$ cat src/design/packet_header_checksum_deframer_core_assert.svh
// ----------------------------------------------------------------------------
// Assertion macros for the packet header deframer core
// Shorthand for clocked, reset-qualified assertions on clk and rst_n.
// ----------------------------------------------------------------------------
`ifndef PACKET_HEADER_CHECKSUM_DEFRAMER_CORE_ASSERT_SVH
`define PACKET_HEADER_CHECKSUM_DEFRAMER_CORE_ASSERT_SVH

// same-cycle implication
`define PHCD_ASSERT_SAME(label, ante, cons) \
  label: assert property (@(posedge clk) disable iff (!rst_n) (ante) |-> (cons)) \
    else $error("pkhd same-cycle check failed");

// next-cycle implication
`define PHCD_ASSERT_NEXT(label, ante, cons) \
  label: assert property (@(posedge clk) disable iff (!rst_n) (ante) |=> (cons)) \
    else $error("pkhd next-cycle check failed");

`endif

$ cat src/design/pkhd_pkg.sv
// ----------------------------------------------------------------------------
// pkhd_pkg
// Shared constants, codes and the queue entry type of the header deframer.
// ----------------------------------------------------------------------------
package pkhd_pkg;

  localparam int unsigned HDR_BYTES    = 20;
  localparam int unsigned LANE_COUNT   = 4;
  localparam int unsigned FLAGS_OFFSET = 12;
  localparam int unsigned LEN_W        = 11;

  localparam logic [1:0] ST_OK     = 2'd0;
  localparam logic [1:0] ST_SHORT  = 2'd1;
  localparam logic [1:0] ST_BADSUM = 2'd2;

  localparam logic KIND_PAYLOAD = 1'b0;
  localparam logic KIND_SUMMARY = 1'b1;

  typedef struct packed {
    logic             has_payload;
    logic             has_summary;
    logic [7:0]       data;
    logic [1:0]       status;
    logic [15:0]      src_port;
    logic [15:0]      dst_port;
    logic [31:0]      seq;
    logic [31:0]      ack;
    logic [7:0]       flags;
    logic [LEN_W-1:0] length;
  } pkhd_entry_t;

  typedef struct packed {
    logic full;
    logic empty;
  } pkhd_qstat_t;

endpackage

$ cat src/design/pkhd_queue.sv
// ----------------------------------------------------------------------------
// pkhd_queue
// Two-entry queue between the classify front and the result back.
// ----------------------------------------------------------------------------
module pkhd_queue (
  input  logic                 clk,
  input  logic                 rst_n,
  input  logic                 push,
  input  pkhd_pkg::pkhd_entry_t push_entry,
  input  logic                 pop,
  output pkhd_pkg::pkhd_entry_t head,
  output pkhd_pkg::pkhd_qstat_t stat
);

  pkhd_pkg::pkhd_entry_t head_r, head_nxt;
  pkhd_pkg::pkhd_entry_t tail_r, tail_nxt;
  logic                  head_v_r, head_v_nxt;
  logic                  tail_v_r, tail_v_nxt;

  always_comb begin
    head_nxt   = head_r;
    tail_nxt   = tail_r;
    head_v_nxt = head_v_r;
    tail_v_nxt = tail_v_r;
    if (pop) begin
      if (tail_v_r) begin
        head_nxt = tail_r;
        if (push) begin
          tail_nxt = push_entry;
        end else begin
          tail_v_nxt = 1'b0;
        end
      end else if (push) begin
        head_nxt = push_entry;
      end else begin
        head_v_nxt = 1'b0;
      end
    end else if (push) begin
      if (!head_v_r) begin
        head_nxt   = push_entry;
        head_v_nxt = 1'b1;
      end else begin
        tail_nxt   = push_entry;
        tail_v_nxt = 1'b1;
      end
    end
  end

  always_ff @(posedge clk) begin
    head_r <= head_nxt;
    tail_r <= tail_nxt;
    if (!rst_n) begin
      head_v_r <= 1'b0;
      tail_v_r <= 1'b0;
    end else begin
      head_v_r <= head_v_nxt;
      tail_v_r <= tail_v_nxt;
    end
  end

  assign head       = head_r;
  assign stat.full  = tail_v_r;
  assign stat.empty = !head_v_r;

endmodule

$ cat src/design/pkhd_front.sv
// ----------------------------------------------------------------------------
// pkhd_front
// Accept bytes, fold them into the XOR lanes, capture the header and
// classify each byte into payload and summary work for the queue.
// ----------------------------------------------------------------------------
module pkhd_front #(
  parameter int unsigned MAX_PAYLOAD = 1024
) (
  input  logic                  clk,
  input  logic                  rst_n,
  input  logic                  in_valid,
  output logic                  in_stall,
  input  logic [7:0]            in_data_byte,
  input  logic                  in_last_byte,
  input  pkhd_pkg::pkhd_qstat_t q_stat,
  output logic                  q_push,
  output pkhd_pkg::pkhd_entry_t q_entry
);

  localparam int unsigned POS_MAX = pkhd_pkg::HDR_BYTES + MAX_PAYLOAD;
  localparam int unsigned POS_W   = $clog2(POS_MAX + 1);
  localparam int unsigned LW      = (POS_W > pkhd_pkg::LEN_W) ? POS_W : pkhd_pkg::LEN_W;
  localparam int unsigned SEL_W   = $clog2(pkhd_pkg::LANE_COUNT);

  logic [7:0]       lane_r   [pkhd_pkg::LANE_COUNT];
  logic [7:0]       lane_nxt [pkhd_pkg::LANE_COUNT];
  logic [SEL_W-1:0] sel_r, sel_nxt;
  logic [POS_W-1:0] pos_r, pos_nxt, pos_inc;
  logic [15:0]      src_r, src_nxt;
  logic [15:0]      dst_r, dst_nxt;
  logic [31:0]      seq_r, seq_nxt;
  logic [31:0]      ack_r, ack_nxt;
  logic [7:0]       flags_r, flags_nxt;

  logic             accept;
  logic             in_hdr;
  logic             bad;
  logic             too_short;
  logic [1:0]       status;
  logic [LW-1:0]    len_full;
  logic [7:0]       lane_upd [pkhd_pkg::LANE_COUNT];
  logic [15:0]      src_upd, dst_upd;
  logic [31:0]      seq_upd, ack_upd;
  logic [7:0]       flags_upd;

  assign in_stall = q_stat.full;
  assign accept   = in_valid && !q_stat.full;

  always_comb begin
    for (int i = 0; i < pkhd_pkg::LANE_COUNT; i++) begin
      lane_upd[i] = lane_r[i];
    end
    lane_upd[sel_r] = lane_r[sel_r] ^ in_data_byte;
    bad = 1'b0;
    for (int i = 0; i < pkhd_pkg::LANE_COUNT; i++) begin
      bad = bad | (lane_upd[i] != 8'd0);
    end

    in_hdr  = pos_r < POS_W'(pkhd_pkg::HDR_BYTES);
    pos_inc = (pos_r < POS_W'(POS_MAX)) ? POS_W'(pos_r + 1'b1) : pos_r;

    src_upd   = src_r;
    dst_upd   = dst_r;
    seq_upd   = seq_r;
    ack_upd   = ack_r;
    flags_upd = flags_r;
    if (pos_r < POS_W'(2)) begin
      src_upd = {src_r[7:0], in_data_byte};
    end else if (pos_r < POS_W'(4)) begin
      dst_upd = {dst_r[7:0], in_data_byte};
    end else if (pos_r < POS_W'(8)) begin
      seq_upd = {seq_r[23:0], in_data_byte};
    end else if (pos_r < POS_W'(pkhd_pkg::FLAGS_OFFSET)) begin
      ack_upd = {ack_r[23:0], in_data_byte};
    end else if (pos_r == POS_W'(pkhd_pkg::FLAGS_OFFSET)) begin
      flags_upd = in_data_byte;
    end

    too_short = pos_inc < POS_W'(pkhd_pkg::HDR_BYTES);
    if (too_short) begin
      status = pkhd_pkg::ST_SHORT;
    end else if (bad) begin
      status = pkhd_pkg::ST_BADSUM;
    end else begin
      status = pkhd_pkg::ST_OK;
    end
    len_full = LW'(pos_inc) - LW'(pkhd_pkg::HDR_BYTES);

    q_entry.has_payload = !in_hdr;
    q_entry.has_summary = in_last_byte;
    q_entry.data        = in_data_byte;
    q_entry.status      = status;
    if (status == pkhd_pkg::ST_OK) begin
      q_entry.src_port = src_upd;
      q_entry.dst_port = dst_upd;
      q_entry.seq      = seq_upd;
      q_entry.ack      = ack_upd;
      q_entry.flags    = flags_upd;
      q_entry.length   = len_full[pkhd_pkg::LEN_W-1:0];
    end else begin
      q_entry.src_port = '0;
      q_entry.dst_port = '0;
      q_entry.seq      = '0;
      q_entry.ack      = '0;
      q_entry.flags    = '0;
      q_entry.length   = '0;
    end
    q_push = accept && (!in_hdr || in_last_byte);

    for (int i = 0; i < pkhd_pkg::LANE_COUNT; i++) begin
      lane_nxt[i] = lane_r[i];
    end
    sel_nxt   = sel_r;
    pos_nxt   = pos_r;
    src_nxt   = src_r;
    dst_nxt   = dst_r;
    seq_nxt   = seq_r;
    ack_nxt   = ack_r;
    flags_nxt = flags_r;
    if (accept) begin
      if (in_last_byte) begin
        for (int i = 0; i < pkhd_pkg::LANE_COUNT; i++) begin
          lane_nxt[i] = '0;
        end
        sel_nxt   = '0;
        pos_nxt   = '0;
        src_nxt   = '0;
        dst_nxt   = '0;
        seq_nxt   = '0;
        ack_nxt   = '0;
        flags_nxt = '0;
      end else begin
        for (int i = 0; i < pkhd_pkg::LANE_COUNT; i++) begin
          lane_nxt[i] = lane_upd[i];
        end
        sel_nxt   = SEL_W'(sel_r + 1'b1);
        pos_nxt   = pos_inc;
        src_nxt   = src_upd;
        dst_nxt   = dst_upd;
        seq_nxt   = seq_upd;
        ack_nxt   = ack_upd;
        flags_nxt = flags_upd;
      end
    end
  end

  always_ff @(posedge clk) begin
    if (!rst_n) begin
      for (int i = 0; i < pkhd_pkg::LANE_COUNT; i++) begin
        lane_r[i] <= '0;
      end
      sel_r   <= '0;
      pos_r   <= '0;
      src_r   <= '0;
      dst_r   <= '0;
      seq_r   <= '0;
      ack_r   <= '0;
      flags_r <= '0;
    end else begin
      for (int i = 0; i < pkhd_pkg::LANE_COUNT; i++) begin
        lane_r[i] <= lane_nxt[i];
      end
      sel_r   <= sel_nxt;
      pos_r   <= pos_nxt;
      src_r   <= src_nxt;
      dst_r   <= dst_nxt;
      seq_r   <= seq_nxt;
      ack_r   <= ack_nxt;
      flags_r <= flags_nxt;
    end
  end

endmodule

$ cat src/design/pkhd_back.sv
// ----------------------------------------------------------------------------
// pkhd_back
// Expand queued work into payload and summary items in the output register.
// ----------------------------------------------------------------------------
module pkhd_back (
  input  logic                  clk,
  input  logic                  rst_n,
  input  pkhd_pkg::pkhd_entry_t q_head,
  input  pkhd_pkg::pkhd_qstat_t q_stat,
  output logic                  q_pop,
  output logic                  out_valid,
  input  logic                  out_stall,
  output logic                  out_item_kind,
  output logic [7:0]            out_payload_byte,
  output logic [1:0]            out_status_code,
  output logic [15:0]           out_source_port,
  output logic [15:0]           out_dest_port,
  output logic [31:0]           out_seq_number,
  output logic [31:0]           out_ack_number,
  output logic [7:0]            out_flag_bits,
  output logic [10:0]           out_payload_length,
  output logic                  out_end_of_run
);

  logic        valid_r, valid_nxt;
  logic        phase_r, phase_nxt;
  logic        kind_r, kind_nxt;
  logic [7:0]  byte_r, byte_nxt;
  logic [1:0]  status_r, status_nxt;
  logic [15:0] src_r, src_nxt;
  logic [15:0] dst_r, dst_nxt;
  logic [31:0] seq_r, seq_nxt;
  logic [31:0] ack_r, ack_nxt;
  logic [7:0]  flags_r, flags_nxt;
  logic [10:0] len_r, len_nxt;
  logic        eor_r, eor_nxt;
  logic        load;
  logic        emit_pay;

  assign load     = !valid_r || !out_stall;
  assign emit_pay = q_head.has_payload && !phase_r;

  always_comb begin
    q_pop      = 1'b0;
    valid_nxt  = valid_r;
    phase_nxt  = phase_r;
    kind_nxt   = kind_r;
    byte_nxt   = byte_r;
    status_nxt = status_r;
    src_nxt    = src_r;
    dst_nxt    = dst_r;
    seq_nxt    = seq_r;
    ack_nxt    = ack_r;
    flags_nxt  = flags_r;
    len_nxt    = len_r;
    eor_nxt    = eor_r;
    if (load) begin
      valid_nxt = !q_stat.empty;
      if (!q_stat.empty) begin
        if (emit_pay && q_head.has_summary) begin
          phase_nxt = 1'b1;
        end else begin
          phase_nxt = 1'b0;
          q_pop     = 1'b1;
        end
        if (emit_pay) begin
          kind_nxt   = pkhd_pkg::KIND_PAYLOAD;
          byte_nxt   = q_head.data;
          status_nxt = pkhd_pkg::ST_OK;
          src_nxt    = '0;
          dst_nxt    = '0;
          seq_nxt    = '0;
          ack_nxt    = '0;
          flags_nxt  = '0;
          len_nxt    = '0;
          eor_nxt    = 1'b0;
        end else begin
          kind_nxt   = pkhd_pkg::KIND_SUMMARY;
          byte_nxt   = '0;
          status_nxt = q_head.status;
          src_nxt    = q_head.src_port;
          dst_nxt    = q_head.dst_port;
          seq_nxt    = q_head.seq;
          ack_nxt    = q_head.ack;
          flags_nxt  = q_head.flags;
          len_nxt    = q_head.length;
          eor_nxt    = 1'b1;
        end
      end
    end
  end

  always_ff @(posedge clk) begin
    kind_r   <= kind_nxt;
    byte_r   <= byte_nxt;
    status_r <= status_nxt;
    src_r    <= src_nxt;
    dst_r    <= dst_nxt;
    seq_r    <= seq_nxt;
    ack_r    <= ack_nxt;
    flags_r  <= flags_nxt;
    len_r    <= len_nxt;
    eor_r    <= eor_nxt;
    if (!rst_n) begin
      valid_r <= 1'b0;
      phase_r <= 1'b0;
    end else begin
      valid_r <= valid_nxt;
      phase_r <= phase_nxt;
    end
  end

  assign out_valid          = valid_r;
  assign out_item_kind      = kind_r;
  assign out_payload_byte   = byte_r;
  assign out_status_code    = status_r;
  assign out_source_port    = src_r;
  assign out_dest_port      = dst_r;
  assign out_seq_number     = seq_r;
  assign out_ack_number     = ack_r;
  assign out_flag_bits      = flags_r;
  assign out_payload_length = len_r;
  assign out_end_of_run     = eor_r;

endmodule

$ cat src/design/packet_header_checksum_deframer_core.sv
// Flow: a result passes through the queue register and then the output register
// once its byte is accepted. Throughput: 1 byte per cycle while in_stall is low; a final
// byte inside the payload yields two items in the output register, absorbed by the 2-entry queue.
// Reset: synchronous active-low rst_n clears the lanes, byte counter, header
// registers, queue and output valid at once; no clearing pass.
// ----------------------------------------------------------------------------
// packet_header_checksum_deframer_core
// Byte-serial header parser with a four-lane interleaved XOR checksum.
// ----------------------------------------------------------------------------
`include "packet_header_checksum_deframer_core_assert.svh"

module packet_header_checksum_deframer_core #(
  parameter int unsigned MAX_PAYLOAD = 1024
) (
  input  logic        clk,
  input  logic        rst_n,
  input  logic        in_valid,
  output logic        in_stall,
  input  logic [7:0]  in_data_byte,
  input  logic        in_last_byte,
  output logic        out_valid,
  input  logic        out_stall,
  output logic        out_item_kind,
  output logic [7:0]  out_payload_byte,
  output logic [1:0]  out_status_code,
  output logic [15:0] out_source_port,
  output logic [15:0] out_dest_port,
  output logic [31:0] out_seq_number,
  output logic [31:0] out_ack_number,
  output logic [7:0]  out_flag_bits,
  output logic [10:0] out_payload_length,
  output logic        out_end_of_run
);

  logic                  q_push;
  logic                  q_pop;
  pkhd_pkg::pkhd_entry_t q_entry;
  pkhd_pkg::pkhd_entry_t q_head;
  pkhd_pkg::pkhd_qstat_t q_stat;

  pkhd_front #(
    .MAX_PAYLOAD (MAX_PAYLOAD)
  ) u_front (
    .clk          (clk),
    .rst_n        (rst_n),
    .in_valid     (in_valid),
    .in_stall     (in_stall),
    .in_data_byte (in_data_byte),
    .in_last_byte (in_last_byte),
    .q_stat       (q_stat),
    .q_push       (q_push),
    .q_entry      (q_entry)
  );

  pkhd_queue u_queue (
    .clk        (clk),
    .rst_n      (rst_n),
    .push       (q_push),
    .push_entry (q_entry),
    .pop        (q_pop),
    .head       (q_head),
    .stat       (q_stat)
  );

  pkhd_back u_back (
    .clk                (clk),
    .rst_n              (rst_n),
    .q_head             (q_head),
    .q_stat             (q_stat),
    .q_pop              (q_pop),
    .out_valid          (out_valid),
    .out_stall          (out_stall),
    .out_item_kind      (out_item_kind),
    .out_payload_byte   (out_payload_byte),
    .out_status_code    (out_status_code),
    .out_source_port    (out_source_port),
    .out_dest_port      (out_dest_port),
    .out_seq_number     (out_seq_number),
    .out_ack_number     (out_ack_number),
    .out_flag_bits      (out_flag_bits),
    .out_payload_length (out_payload_length),
    .out_end_of_run     (out_end_of_run)
  );

  `PHCD_ASSERT_SAME(a_pop_nonempty, q_pop, !q_stat.empty)
  `PHCD_ASSERT_NEXT(a_full_holds, q_stat.full && !q_pop, q_stat.full)
  `PHCD_ASSERT_SAME(a_bad_zeroed, out_valid && out_item_kind == pkhd_pkg::KIND_SUMMARY && out_status_code != pkhd_pkg::ST_OK, out_payload_length == 11'd0 && out_seq_number == 32'd0)
  `PHCD_ASSERT_SAME(a_payload_clean, out_valid && out_item_kind == pkhd_pkg::KIND_PAYLOAD, !out_end_of_run && out_status_code == pkhd_pkg::ST_OK)

endmodule

$ cat config.mk
export PLATFORM = sky130hd
export DESIGN_NAME = packet_header_checksum_deframer_core
export DESIGN_NICKNAME = d
export VERILOG_FILES = /design/src/design/pkhd_pkg.sv /design/src/design/pkhd_queue.sv /design/src/design/pkhd_front.sv /design/src/design/pkhd_back.sv /design/src/design/packet_header_checksum_deframer_core.sv
export VERILOG_INCLUDE_DIRS = /design/src /design/src/design
export SDC_FILE = /design/constraint.sdc
export NUM_CORES = 1
export LEC_CHECK = 0
export BUFFER_PORTS_ARGS = -buffer_cell sky130_fd_sc_hd__clkbuf_2
export CORE_MARGIN = 5
export CORE_UTILIZATION = 60
export CTS_CLUSTER_DIAMETER = 60
export CTS_CLUSTER_SIZE = 16
export DETAILED_ROUTE_END_ITERATION = 16
export PLACE_DENSITY = 0.85
export SETUP_SLACK_MARGIN = 0.1
export SLEW_MARGIN = 15
export SYNTH_ARGS = -nofsm -noshare
export SYNTH_HDL_FRONTEND = slang
export SYNTH_SLANG_ARGS = --single-unit
$ cat constraint.sdc
create_clock -name clk -period 43.1 [get_ports clk]
set_input_delay 6.465 -clock clk [delete_from_list [all_inputs] [get_ports clk]]
set_output_delay 6.465 -clock clk [all_outputs]
set_load 0.01 [all_outputs]
==> impl_metrics.tcl <==
set metrics [dict create \
    cts_resized 0 \
    grt_first_pass_wirelength_um 77200 \
    synthToLayoutAreaGrowth_pct 9.99 \
    fin_worst_skew_ns 0.0189 \
    r2r-start "u_front.pos_r[2]$_SDFFE_PN0P_" \
    fin_crit_sh_pct 21.5 \
    grtUsageTotal_pct 23.1 \
    synthFlopType "edfxtp_1" \
    synth_edf_count 380 \
    avgViaCountPerCell 5.93 \
    die_h_um 205 \
    p_leak_nw 8.35 \
    cts_sinks 535 \
    num_io_pins 142 \
    reg2regPathDepth 9 \
    ys_seq_elements 535 \
    ctsHoldBuffers 0 \
    clock-root-buffer "clkbuf_16" \
    final_util_pct 66.5 \
    yosysTopAreaCellShare_pct 50.2 \
    cap_violations 0 \
    crit_path_max_fanout 76 \
    drt_iter0_drc 1546 \
    postRouteAntennaNets 0 \
    fin_nets 1966 \
    cp.arrival_ns 9.44 \
    drt_wl_total_um 49200 \
    diodes 0 \
    insertion_delay_ns 0.57 \
    vias 14800 \
    htreeDepth 2 \
    avgRoutedWirePerCell_um 19.7 \
    hold_viol_final 0 \
    antenna_found_initial 1 \
    yosysMostFrequentCell "edfxtp_1" \
    timing.rr.end "u_queue.tail_r[85]$_DFFE_PP_" \
    critPathCaptureType "flip-flop" \
    die_w_um 205 \
    drc 0 \
    critPathKind "in2reg" \
    p_per_area_mw_per_mm2 40.2 \
    worst_slew_pin_slew_ns 1.16 \
    synthArstFlopShare_pct 0 \
    gp_congestion 0.920 \
    cp-endpoint "u_queue.head[5]$_DFFE_PP_" \
    setup_tns_ns 0 \
    crit_required_ns 43.28 \
    timing.fmax_mhz 108 \
    cts_buffers 42 \
    reg2reg_slack_ns 38.69 \
    cts_setup_buffers 0 \
    port_buffers 141 \
    yosys.area.top_type "edfxtp_1" \
    dr.pass1.iters 6 \
    core_area_mm2 0.0376 \
    cts_buffer_depth 3 \
    slew-limit-headroom_pct 22.7 \
    rsz0062_at_grt "false" \
    clk_pin_slew_worst_paths_ns 0.07 \
    synthesis.nets 1892 \
    grt_overflow 0 \
    synth.top_cells.by_count "edfxtp_1, nor2b_1, dfxtp_1" \
    ys_top_cells_by_area "edfxtp_1, dfxtp_1, mux2i_1" \
    yosysWarnings 0 \
    setup-violations-final 0 \
    tritoncts "yes" \
    netlist_area_mm2 0.0227 \
    initial_core_util_pct 60.5 \
    num_rows 71 \
    irDropWorstVdd_uv 29.0 \
    syn_inst 1872 \
    min_period_ns 9.26 \
    worst_hold_path_type "reg2reg" \
    seq_area_frac_synth_pct 63.8 \
    grt_pass1_vias 14200 \
    drive_above_1_share_pct 13.4 \
    syn_area_per_cell_um2 12.1 \
    startpoint "in_last_byte" \
    dpl.hpwl_um 30300 \
    start_kind "primary input" \
    ys_types 67 \
    grt_max_degree 138 \
    dieArea_mm2 0.0419 \
    maxSlewViolCount 0 \
    run_status "finished, final reports clean" \
]
## state kept, by name, indices dropped and copies added (netlist names), 16 cells and up, named ones only
name                    flops
u_front.src_r              16
u_back.out_ack_number      32
u_front.lane_r             32
u_back.out_dest_port       16
u_queue.head              127
u_back.out_seq_number      32
u_front.dst_r              16
u_queue.tail_r            127
u_front.ack_r              32
u_back.out_source_port     16
u_front.seq_r              32
## per-stage QoR
stage	hold WS [ns]	cell area, µm²	setup slack, ns	total power, mW	cells
floorplan	0.479	22700	16.37	0.623	1872
global placement	0.497	23700	33.47	0.636	2413
detailed placement	0.503	23700	33.34	0.638	2413
CTS	0.518	25000	33.93	1.01	2489
global route	0.532	25000	33.68	1.04	2489
finish	0.516	25000	33.84	1.00	2489
## layer usage
metal | global-route usage [%] | wire length (µm)
met2 | 38.9 | 24000
met5 | 0 | 0
met4 | 8.21 | 1750
met3 | 3.69 | 3390
met1 | 30.7 | 20100
## critical path: stages
cell	delay, ns
clkbuf_2	0.67
o21ai_0	0.48
a21boi_4	0.25
buf_4	0.56
buf_4	0.87
## cells in the final DEF (no fill, tap or decap), types with 20 or more instances in the layout
master / count
a22oi_1: 135
and2_1: 135
clkbuf_16: 45
o21ai_0: 136
nand2_1: 145
clkbuf_1: 20
dfxtp_1: 154
clkbuf_2: 140
nor2b_1: 167
mux2i_1: 122
nor2_1: 152
buf_4: 24
edfxtp_1: 380
## cells by family after synthesis
logic type | share of synthesized area, %
AND/OR/NAND/NOR | 15.6
flip-flops | 63.8
AO/OA/AOI/OAI | 9.75
buffers and inverters | 3.10
multiplexers | 6.46
XOR/XNOR | 0.837
adder cells (fa/ha/maj) | 0.385
## worst min-delay path by stage
| stage | to | depth (start not counted) | startpoint |
|---|---|---|---|
| final | u_back.out_payload_length[10]$_SDFFCE_PP0P_ | 1 | u_queue.head[10]$_DFFE_PP_ |
| after global routing | u_back.out_seq_number[24]$_SDFFCE_PP0P_ | 1 | u_queue.head[75]$_DFFE_PP_ |
| after CTS | u_back.out_payload_length[10]$_SDFFCE_PP0P_ | 1 | u_queue.head[10]$_DFFE_PP_ |
| after detailed placement | u_back.out_seq_number[23]$_SDFFCE_PP0P_ | 1 | u_queue.head[74]$_DFFE_PP_ |
| after global placement | u_back.phase_r$_SDFFE_PN0P_ | 2 | u_back.phase_r$_SDFFE_PN0P_ |
| after floorplan | u_back.phase_r$_SDFFE_PN0P_ | 2 | u_back.phase_r$_SDFFE_PN0P_ |
## where the power goes
| group | internal [mW] | switching [mW] | total, mW |
|---|---|---|---|
| Sequential | 0.565 | 0.00576 | 0.571 |
| Clock | 0.205 | 0.174 | 0.379 |
| Combinational | 0.0180 | 0.0373 | 0.0553 |
## layout make-up
cell class / instances / area, µm²
sequential: 535 / 14500
fill: 2677 / 12600
multi-input combinational: 1189 / 7590
clock buffer: 68 / 1240
timing repair buffer: 165 / 886
tap: 511 / 639
clock inverter: 8 / 90.1
inverter: 13 / 48.8
Note: power is estimated with default switching activity, not from simulation.
